<file path="src/hdl/cvcl_pkg.sv">
// Shared constants for the current vector circle limit unit.
// No dependencies.
`timescale 1ns / 1ps
package cvcl_pkg;
	localparam int CURRENT_BITS_DEF = 16;
	localparam int LIMIT_BITS       = 15;
	localparam logic [LIMIT_BITS-1:0] LIMIT_RESET = 15'd32767;
	localparam int LIM2_BITS        = 2 * LIMIT_BITS;
	localparam int SCALE_BITS       = 16;
	localparam int QUO_BITS         = 2 * SCALE_BITS;
	localparam int ROOT_REM_BITS    = SCALE_BITS + 1;
endpackage

</file>
<file path="src/hdl/cvcl_isqrt.sv">
// Pipelined digit-by-digit integer square root, one root bit per stage.
// Depends on cvcl_pkg.
`timescale 1ns / 1ps
module cvcl_isqrt #(
	parameter int SIDE_BITS = 8
) (
	input  logic                            clk,
	input  logic                            arst_n,
	input  logic                            in_valid,
	output logic                            in_ready,
	input  logic [cvcl_pkg::QUO_BITS-1:0]   in_rad,
	input  logic [SIDE_BITS-1:0]            in_side,
	output logic                            out_valid,
	input  logic                            out_ready,
	output logic [cvcl_pkg::SCALE_BITS-1:0] out_root,
	output logic [SIDE_BITS-1:0]            out_side
);
	localparam int ST = cvcl_pkg::SCALE_BITS;
	localparam int QB = cvcl_pkg::QUO_BITS;
	localparam int RB = cvcl_pkg::ROOT_REM_BITS;

	logic                 v_s    [ST];
	logic [QB-1:0]        rad_s  [ST];
	logic [RB-1:0]        rem_s  [ST];
	logic [ST-1:0]        root_s [ST];
	logic [SIDE_BITS-1:0] side_s [ST];
	logic                 en     [ST];
	logic [RB-1:0]        rem_n  [ST];
	logic [ST-1:0]        root_n [ST];

	always_comb begin
		logic [QB-1:0] rd;
		logic [RB-1:0] r;
		logic [ST-1:0] rt;
		logic [RB+1:0] sh;
		logic [RB+1:0] trial;
		logic          ge;
		for (int k = 0; k < ST; k++) begin
			if (k == 0) begin
				rd = in_rad;
				r  = '0;
				rt = '0;
			end else begin
				rd = rad_s[k-1];
				r  = rem_s[k-1];
				rt = root_s[k-1];
			end
			sh        = {r, rd[QB-1:QB-2]};
			trial     = {{(RB+2-ST-2){1'b0}}, rt, 2'b01};
			ge        = (sh >= trial);
			rem_n[k]  = ge ? RB'(sh - trial) : sh[RB-1:0];
			root_n[k] = {rt[ST-2:0], ge};
		end
	end

	always_comb begin
		for (int k = ST - 1; k >= 0; k--) begin
			if (k == ST - 1)
				en[k] = !v_s[k] || out_ready;
			else
				en[k] = !v_s[k] || en[k+1];
		end
	end

	always_ff @(posedge clk or negedge arst_n) begin
		if (!arst_n) begin
			for (int k = 0; k < ST; k++)
				v_s[k] <= 1'b0;
		end else begin
			for (int k = 0; k < ST; k++)
				if (en[k])
					v_s[k] <= (k == 0) ? in_valid : v_s[k-1];
		end
	end

	always_ff @(posedge clk) begin
		for (int k = 0; k < ST; k++) begin
			if (en[k]) begin
				rem_s[k]  <= rem_n[k];
				root_s[k] <= root_n[k];
				rad_s[k]  <= (k == 0) ? {in_rad[QB-3:0], 2'b00} : {rad_s[k-1][QB-3:0], 2'b00};
				side_s[k] <= (k == 0) ? in_side : side_s[k-1];
			end
		end
	end

	assign in_ready  = en[0];
	assign out_valid = v_s[ST-1];
	assign out_root  = root_s[ST-1];
	assign out_side  = side_s[ST-1];
endmodule

</file>
<file path="config.mk">
export PLATFORM = sky130hd
export DESIGN_NAME = cvcl_isqrt
export DESIGN_NICKNAME = d
export VERILOG_FILES = /design/src/hdl/cvcl_pkg.sv /design/src/hdl/cvcl_isqrt.sv
export SDC_FILE = /design/constraint.sdc
export NUM_CORES = 1
export LEC_CHECK = 0
export BUFFER_PORTS_ARGS = -buffer_cell sky130_fd_sc_hd__buf_2
export CAP_MARGIN = 20
export CORE_ASPECT_RATIO = 1.5
export CORE_MARGIN = 3
export CORE_UTILIZATION = 63
export CTS_CLUSTER_SIZE = 28
export DETAILED_ROUTE_END_ITERATION = 16
export MAX_ROUTING_LAYER = met4
export PLACE_DENSITY = 0.81
export SLEW_MARGIN = 20
export SYNTH_ARGS = -nofsm -noshare
export SYNTH_HDL_FRONTEND = slang
export SYNTH_SLANG_ARGS = --single-unit
</file>
<file path="constraint.sdc">
create_clock -name clk -period 6 [get_ports clk]
set_input_delay 1.2 -clock clk [delete_from_list [all_inputs] [get_ports clk]]
set_output_delay 1.2 -clock clk [all_outputs]
set_load 0.005 [all_outputs]
</file>
==> impl_metrics.toml <==
[cells_and_area]
layout.filler_cells = 3102
drive_above_1_share_pct = 9.94
most_common_library_cell_in_the_layout_ignoring_fill_and_taps = "edfxtp_1"
antenna_diode_instance_count = 0
layout-area-overhead-vs-synth_pct = 10.3
postLayoutCoreUtil_pct = 70.7
final_cell_mix = "741 x edfxtp_1, 184 x inv_1, 152 x ha_1"
final_net_count = 2592

[cts]
cts.sinks = 757
cts-htree-levels = 3
postCtsSetupRepairBufs = 0
tritoncts_clock_tree = "yes"
clk_pin_slew_ps = 60
worstSkewPairLatency_ps = 620
ctsHoldBuffers = 0
cts-buffers-inserted = 68
post_cts_resize_count = 0
number_of_buffers_on_the_longest_clock_path = 3
clockRootBuffer = "clkbuf_16"

[critical_path]
cp_top_family = "simple AND/OR/NAND/NOR gates"
critical_path_required_ps = 4800
critPathCaptureType = "output pin"
slowest_stage = "and3b_1"
worst_path_arrival_time_ps = 3750
cp.buffers_inverters = 4
critical_path_class = "in -> out"
critical_path.startpoint_type = "input port"
path_common_cell = "and3_1"
crit_path_max_fanout = 43
critical_path.cell_chain = "buf_2, and3b_1, and3_1, and3_1, and3_1, and2_1, inv_2, nor2_1, nand2_2, buf_4, buf_2"
worst_path_largest_cell_delay_ps = 370

[routing]
remaining_drc_errors = 0
detailroute.via_count = 18300
wire_per_inst_um = 19.5
detailedRoute.firstPassIterationCount = 5
drt_iter0_drc = 1148
detail_route.vias_per_cell = 5.88
aggregate_routed_wire_length_um = 60800
drtAntennaViolNets = 0

[global_routing]
grt_start_max_net_pins = 56
groute.usage.overall_pct = 23.1
number_of_antenna_violations_at_the_first_check_in_global_routing = 0
grt_remaining_overflow = 0
grt_pass1_wl_um = 95200
first_global_vias = 19400

[logic_synthesis]
synthArstFlopShare_pct = 2.11
edff_count_synth = 741
dominantRegCellSynth = "edfxtp_1"
yosys.cell_types.count = 84
synth_area_per_cell_um2 = 14.3
syn_nets = 2475
seq_area_frac_synth_pct = 69.4
synth_register_bits = 757
syn-cell-area_um2 = 32600
yosys_warnings = 0
post_synth_inst_count = 2279

[timing]
period_share_pct = 82.5
slew_headroom_pct = 30.4
report.final.hold_viol_count = 0
count_of_final_max_slew_check_failures = 0
final.min_clock_period_ps = 4950
final.setup.tns_ps = 0
finalSetupViolations = 0
rsz0062_at_grt = "no"
max_slew.worst_pin.slew_ps = 1040
timing.fmax_mhz = 202
fin_worst_hold_slack_ps = 406
skew_ps = 28.2

[min_path]
hold_class = "reg -> reg"

[power]
vdd_ir_drop_max_mv = 0.508
p_clk_share_pct = 29.2
p_int_uw = 10900
power.density_cell_area_nw_per_um2 = 419
p_sw_uw = 4180
sw_frac_of_total_pct = 27.7
power_leakage_uw = 0.0145
combPwrFrac_pct = 19.2
seqPwrFrac_pct = 51.6

[outcome]
outcome = "finished, final reports clean"

[die]
pin_count = 70
die_width_um = 192
fp.dieH_um = 285
coreArea_um2 = 50900
start_util_pct = 64.1
std_cell_rows = 101
design.die.area_um2 = 54600

[place]
hpwl_um = 42900
portBuffers = 69
gp_routability_congestion = 0.851

[job]
max_cap_viol_count = 0
[flip-flops by register name, indices dropped and copies added (netlist names)]
signal / cells
rad_s: 240
rem_s: 237
root_s: 136
side_s: 128
v_s: 15
out_valid: 1
[final cells by class]
cell class / instances / area (um2) / area share [%]
inverter: 189 / 709 / 1.97
timing repair buffer: 82 / 455 / 1.26
tap: 669 / 837 / 2.32
multi-input combinational: 1298 / 9110 / 25.3
sequential: 757 / 22700 / 62.9
clock inverter: 31 / 423 / 1.17
clock buffer: 87 / 1820 / 5.04
[power by group through the flow]
stage                     clock network [uW]  logic, uW  registers [uW]
after floorplan                            0       2160            7660
after global placement                     0       2650            7800
after detailed placement                   0       2800            7880
after CTS                               4480       2850            7780
after global routing                    4680       3180            7890
final                                   4400       2900            7790
[cell usage after synthesis, types with 9 or more instances]
cell type	instances	share of area, %
edfxtp_1	741	68
inv_1	187	2.2
ha_1	152	5.8
nor2_1	147	1.7
a21oi_1	125	1.9
nand2_1	107	1.2
o21ai_0	100	1.5
xnor2_1	87	2.3
xor2_1	72	1.9
nor3_1	49	0.75
o21a_1	49	1.1
nand2b_1	40	0.77
nand3_1	28	0.43
a21o_1	27	0.62
nand4_1	27	0.52
mux2_2	26	0.90
or3_1	24	0.46
nor2b_1	23	0.44
nor4_1	18	0.35
dfrtp_1	16	1.2
o31ai_1	16	0.37
clkbuf_1	13	0.15
or4_1	13	0.30
and3_1	12	0.23
or2_2	12	0.23
a31oi_1	10	0.19
and2_1	10	0.19
nand3b_1	10	0.23
a211oi_1	9	0.21
buf_2	9	0.14
[metal layers]
layer / track usage (%) / up-vias / part of all wire, %
li1: - / 8684 / -
met1: 18.0 / 8879 / 29
met2: 46.8 / 508 / 61
met3: 3.07 / 230 / 3.2
met4: 15.0 / 0 / 6.9
met5: - / - / 0
[worst reg2reg max path: stages (launching register included)]
cell and delay, ps:
edfxtp_1 440, ha_1 260, or3_1 360, o22ai_1 440, nand3_1 260, a31oi_1 340
and2_1 770, inv_2 270, mux2_2 340
[cells by family after synthesis]
kind of cell	Yosys count	share of synthesized area (%)
compound gates	402	7.75
xor+xnor	159	4.27
fa+ha+maj	152	5.83
buf+inv	224	2.80
flops	757	69.4
mux	31	1.07
other cells	1	0.0115
simple gates	553	8.86
[per-stage QoR]
step / cell area (um2) / worst slack [ps] / total power, uW / std cells
final: 36000 / 1050 / 15100 / 3113
after global routing: 36000 / 828 / 15700 / 3113
after CTS: 36000 / 1130 / 15100 / 3112
after detailed placement: 33700 / 1180 / 10700 / 2994
after global placement: 33700 / 1250 / 10400 / 2994
after floorplan: 32600 / 379 / 9810 / 2279
[path summary, 6_finish.rpt]
path	from	slack [ps]	depth (start not counted)	to
max in group asynchronous	arst_n	5210	1	v_s[9]
min in group asynchronous	arst_n	490	1	out_valid
worst min-delay path	rad_s[0][229]	410	0	rad_s[1][21]
worst min register to register	rad_s[0][229]	410	0	rad_s[1][21]
worst max register to register	rem_s[1][68]	2290	8	rem_s[1][89]
worst max-delay path	out_ready	1050	11	in_ready
No activity file was read; power rests on OpenSTA's default activity.
