==> config.mk <==
export PLATFORM = sky130hd
export DESIGN_NAME = cvcl_div
export DESIGN_NICKNAME = d
export VERILOG_FILES = /design/src/hdl/cvcl_pkg.sv /design/src/hdl/cvcl_div.sv
export SDC_FILE = /design/constraint.sdc
export NUM_CORES = 2
export LEC_CHECK = 0
export ABC_AREA = 0
export BUFFER_PORTS_ARGS = -buffer_cell sky130_fd_sc_hd__buf_2
export CORE_UTILIZATION = 51
export CTS_CLUSTER_DIAMETER = 100
export DETAILED_ROUTE_END_ITERATION = 16
export PLACE_DENSITY = 0.66
export SYNTH_ARGS = -nofsm -noshare
export SYNTH_HDL_FRONTEND = slang
export SYNTH_SLANG_ARGS = --single-unit
==> constraint.sdc <==
create_clock -name clk -period 22.2 [get_ports clk]
set_clock_uncertainty 0.15 [all_clocks]
set_input_delay 0 -clock clk [delete_from_list [all_inputs] [get_ports clk]]
set_output_delay 0 -clock clk [all_outputs]
set_load 0.02 [all_outputs]
==> src/hdl/cvcl_pkg.sv <==
// Shared constants for the current vector circle limit unit.
// No dependencies.
`timescale 1ns / 1ps
package cvcl_pkg;
	localparam int CURRENT_BITS_DEF = 16;
	localparam int LIMIT_BITS       = 15;
	localparam logic [LIMIT_BITS-1:0] LIMIT_RESET = 15'd32767;
	localparam int LIM2_BITS        = 2 * LIMIT_BITS;
	localparam int SCALE_BITS       = 16;
	localparam int QUO_BITS         = 2 * SCALE_BITS;
	localparam int ROOT_REM_BITS    = SCALE_BITS + 1;
endpackage

==> src/hdl/cvcl_div.sv <==
// Pipelined restoring divider: one quotient bit per stage, remainder starts below divisor.
// Depends on cvcl_pkg.
`timescale 1ns / 1ps
module cvcl_div #(
	parameter int DIV_BITS  = 33,
	parameter int SIDE_BITS = 8
) (
	input  logic                          clk,
	input  logic                          arst_n,
	input  logic                          in_valid,
	output logic                          in_ready,
	input  logic [DIV_BITS-1:0]           in_rem,
	input  logic [DIV_BITS-1:0]           in_div,
	input  logic [SIDE_BITS-1:0]          in_side,
	output logic                          out_valid,
	input  logic                          out_ready,
	output logic [cvcl_pkg::QUO_BITS-1:0] out_quo,
	output logic [SIDE_BITS-1:0]          out_side
);
	localparam int ST = cvcl_pkg::QUO_BITS;

	logic                 v_s    [ST];
	logic [DIV_BITS-1:0]  rem_s  [ST];
	logic [DIV_BITS-1:0]  div_s  [ST];
	logic [ST-1:0]        quo_s  [ST];
	logic [SIDE_BITS-1:0] side_s [ST];
	logic                 en     [ST];
	logic [DIV_BITS-1:0]  rem_n  [ST];
	logic [ST-1:0]        quo_n  [ST];

	always_comb begin
		logic [DIV_BITS:0]   sh;
		logic [DIV_BITS-1:0] r;
		logic [DIV_BITS-1:0] dv;
		logic [ST-1:0]       qo;
		logic                ge;
		for (int k = 0; k < ST; k++) begin
			if (k == 0) begin
				r  = in_rem;
				dv = in_div;
				qo = '0;
			end else begin
				r  = rem_s[k-1];
				dv = div_s[k-1];
				qo = quo_s[k-1];
			end
			sh       = {r, 1'b0};
			ge       = (sh >= {1'b0, dv});
			rem_n[k] = ge ? DIV_BITS'(sh - {1'b0, dv}) : sh[DIV_BITS-1:0];
			quo_n[k] = {qo[ST-2:0], ge};
		end
	end

	always_comb begin
		for (int k = ST - 1; k >= 0; k--) begin
			if (k == ST - 1)
				en[k] = !v_s[k] || out_ready;
			else
				en[k] = !v_s[k] || en[k+1];
		end
	end

	always_ff @(posedge clk or negedge arst_n) begin
		if (!arst_n) begin
			for (int k = 0; k < ST; k++)
				v_s[k] <= 1'b0;
		end else begin
			for (int k = 0; k < ST; k++)
				if (en[k])
					v_s[k] <= (k == 0) ? in_valid : v_s[k-1];
		end
	end

	always_ff @(posedge clk) begin
		for (int k = 0; k < ST; k++) begin
			if (en[k]) begin
				rem_s[k]  <= rem_n[k];
				quo_s[k]  <= quo_n[k];
				div_s[k]  <= (k == 0) ? in_div : div_s[k-1];
				side_s[k] <= (k == 0) ? in_side : side_s[k-1];
			end
		end
	end

	assign in_ready  = en[0];
	assign out_valid = v_s[ST-1];
	assign out_quo   = quo_s[ST-1];
	assign out_side  = side_s[ST-1];
endmodule

==> out/summary.md <==
The width of the die was 548 um; the fraction of registers with async set or reset after synthesis was 1.12%. Summing all non-filler instances in the final layout gives an area of 170,000 um2. The number of top-level pins is 120, and the final HPWL from detailed placement is 287,000 um. The run gives 15.10 ns as the worst setup slack after placement.

The clock sink count came out at 2,862. The final hold violation count was 0; the worst hold slack was 0.129 ns. The final worst slack was 15.10 ns; the number of detailed-route iterations in the first pass was 9. The total setup violations reported at the end of the flow came out at 0. Average wire length per cell after detail routing: 21.9 um.

TritonCTS built the clock tree. After synthesis, flip-flops and latches occupy 56.3% of the total area. The post-CTS clock slew at the launch and capture registers of the worst setup and hold paths came out at 0.06 ns. The starting density of the core is 51.3%. The commonest cells after synthesis are edfxtp_1, inv_1, ha_1. Period utilization: 32.0%.

The tools report the reg-to-reg critical path startpoint as out_valid. The part of the total power dissipated in combinational logic came out at 44.6%. The routed layout has 99,700 vias. For the CTS buffer count, the log shows 311. The final routed wirelength across all metal layers was 380,000 um. The run gives 5 as the H-tree depth. Ranked by total cell area, the synthesized netlist is headed by edfxtp_1, ha_1, mux2_2. Summed over all layers, the global routing overflow is 0. The fraction of layout cells with a size suffix above 1 is 10.5%, and the slew at the pin closest to its max-slew limit is 1.24 ns.

The clock network accounts for 19.7% of the total power. The critical path data arrival time is 6.95 ns, and the overall die height is 548 um. Net switching is 37.3% of the power. Setup slack on the worst reg-to-reg path comes out at 15.14 ns. Yosys printed 0 warnings. For the max-slew violation total from the final report, the log shows 0.

In this run the clock root is driven by a clkbuf_16. The number of nets with antenna violations after detailed routing is 0, and the number of DRC markers in iteration 0 is 7,556. The fraction of synthesized cell area taken by the top area cell type came out at 55.8%. For the final routed database, the setup TNS stands at 0 ns. Most common flop cell mapped by yosys: edfxtp_1. The per-instance average area after synthesis was 12.0 um2; the worst endpoint required time was 22.05 ns. Using the TritonRoute via totals, the vias-per-cell ratio works out to 5.74. The routability congestion estimate was 0.912. The run finished with clean final reports. The floorplan step defined a die boundary enclosing 301,000 um2. Global routing used 24.9% of the available tracks. Relative to the synthesized area, the layout overhead comes to 11.6%. The maximum clock path buffer count is 4, and the register bit total from synthesis is 2,862.

The number of cell rows came out at 200. Internal power comes to 16.9 mW. The worst register-to-register path ends at rem_s[0][263]. Synthesis produced 12,700 cells. The number of cells traversed by the worst hold path was 5. For this design the static power due to leakage is 69.8 nW. Path class of the lowest-slack min-delay path: input pin to register. The wire length of the first global-routing pass is 579,000 um, and the number of nets in the final layout is 14,300. The total area inside the core boundary comes to 297,000 um2.

The worst setup path is launched from a register. The number of gates resized after CTS was 0. The run gives 0.0000748 V as the peak supply drop. The synthesized netlist occupies a cell area of 152,000 um2. The distinct cell type count of the synthesized netlist was 105; the headroom to the max-slew limit was 16.1%. Counting the fill cells in the layout gives 24,300. Part of the total power dissipated in sequential elements: 35.7%. For the worst flop-to-flop path, the logic depth is 12. The worst-case hold path end point was rem_s[0][1]. The count of flip-flops with a built-in enable after synthesis is 2,830. The number of violations of the max-capacitance limit came out at 0. The post-layout minimum cycle time is 7.10 ns, and the residual DRC count is 0.

Timing would allow up to 141 MHz. Once placement finished, the instance area stood at 158,000 um2. The initial antenna violation count is 5. The clock reaches the later pin of the worst-skew pair after 0.96 ns.

The via count of the first global-routing pass is 98,500. Setup repair after global routing left no endpoint under its margin. The count of buffers from port buffering works out to 119. The critical path is of the register to primary output type. Entering global routing, the biggest net connects 88 pins. The switching power of the nets is 10.1 mW. STA classifies the critical path endpoint as a primary output.

For this design the ratio of total power to cell area is 159 nW/um2. The maximum fanout along the worst path works out to 52. By instance count, the leading cell after synthesis is edfxtp_1. The synthesized net count is 13,900. The library cell occupying the most area in the post-synthesis netlist was edfxtp_1.

The startpoint of the worst hold path is in_rem[0].
[per-stage QoR]
step                      power, mW  instances  util, %
after floorplan                18.2      12700        -
after global placement         21.3      16600     53.1
after detailed placement       21.5      16600     53.1
after CTS                      27.0      17400     57.2
after global routing           28.6      17400     57.2
final                          27.0      17400     57.2
[worst max-delay path by stage]
stage | startpoint | to | slack, ns | cells after the start
global route | out_valid | rem_s[0][258] | 14.65 | 12
CTS | out_valid | in_ready | 14.95 | 13
global placement | out_valid | rem_s[0][257] | 15.17 | 12
detailed placement | out_valid | rem_s[0][254] | 15.10 | 12
floorplan | out_valid | div_s[0][0] | 7.99 | 11
finish | out_valid | in_ready | 15.10 | 13
[per-layer routing]
| layer | track usage [%] | up-vias | part of all wire [%] |
|---|---|---|---|
| met5 | 0 | - | 0 |
| met4 | 9.01 | 0 | 3.7 |
| met3 | 2.26 | 689 | 3.8 |
| met2 | 44.5 | 2456 | 51 |
| met1 | 31.5 | 48600 | 42 |
| li1 | - | 47900 | - |
[timing repair]
item,4_1_cts,5_1_grt
hold endpoints to repair,147,0
setup buffers,0,0
setup endpoints to repair,0,0
hold buffers,182,0
[kinds of logic (layout without fill, tap and decap cells)]
kind of cell | Yosys count | after routing | share of synthesized area, %
simple gates | 2703 | 2703 | 8.63
fa+ha+maj | 1086 | 1086 | 9.08
buf+inv | 1584 | 2305 | 4.01
mux | 612 | 612 | 4.49
xor+xnor | 757 | 757 | 4.36
flops | 2862 | 2862 | 56.3
other cells | 0 | 2 | 0
compound gates | 3103 | 3103 | 13.1
[state kept, by name (all words and copies together) (netlist names)]
register	flops
out_valid	1
div_s	1023
v_s	31
rem_s	1023
quo_s	528
side_s	256
[placed cells by master, fill, tap and decap left out, types with 43 or more instances in the layout]
cell type / instances
a21o_1: 403
or3_1: 81
a31oi_1: 81
a21oi_1: 888
nand2_1: 667
mux2_2: 573
o21ai_0: 693
clkbuf_1: 57
clkinv_2: 47
and3_1: 80
clkbuf_16: 318
nand2b_1: 168
xnor2_1: 491
nor2_1: 728
buf_2: 119
nor2b_1: 117
xor2_1: 266
o31ai_1: 83
o211ai_1: 64
and2_1: 59
buf_4: 62
dlygate4sd3_1: 182
nand3_1: 192
clkinv_1: 43
o21bai_1: 112
inv_1: 1369
o21a_1: 210
a211oi_1: 114
edfxtp_1: 2830
nand4_1: 138
ha_1: 1055
nor3_1: 214
or2_2: 65
[power by group through the flow]
stage / clock, mW / sequential, mW / combinational, mW
after floorplan: 0 / 9.03 / 9.16
after CTS: 5.42 / 9.66 / 11.9
after global placement: 0 / 9.73 / 11.6
after global routing: 5.61 / 9.77 / 13.2
final: 5.30 / 9.63 / 12.0
after detailed placement: 0 / 9.74 / 11.8
[critical path: stages (launching register included)]
cell and delay, ns:
dfrtp_1 0.40, nand2b_4 0.36, nor2_1 0.64, inv_4 0.30, nor2_1 0.64, nand2_4 0.57, nor3_1 0.69, nand2_4 0.34
nor4_1 0.64, buf_4 0.26, nand3_4 0.08, nor2_1 0.42, nand3_4 0.28, buf_2 0.26
[area by class of cell]
cell class	instances	area (um2)	share of cell area, %
inverters	1385	5220	3.07
clock buffers	380	8240	4.85
repair buffers	363	2880	1.70
flip-flops and latches	2862	85800	50.5
diodes	2	5.00	0.00295
clock inverters	177	2230	1.31
well taps	3939	4930	2.90
multi-input cells	8261	60600	35.7
(Power assumes the default switching activity.)
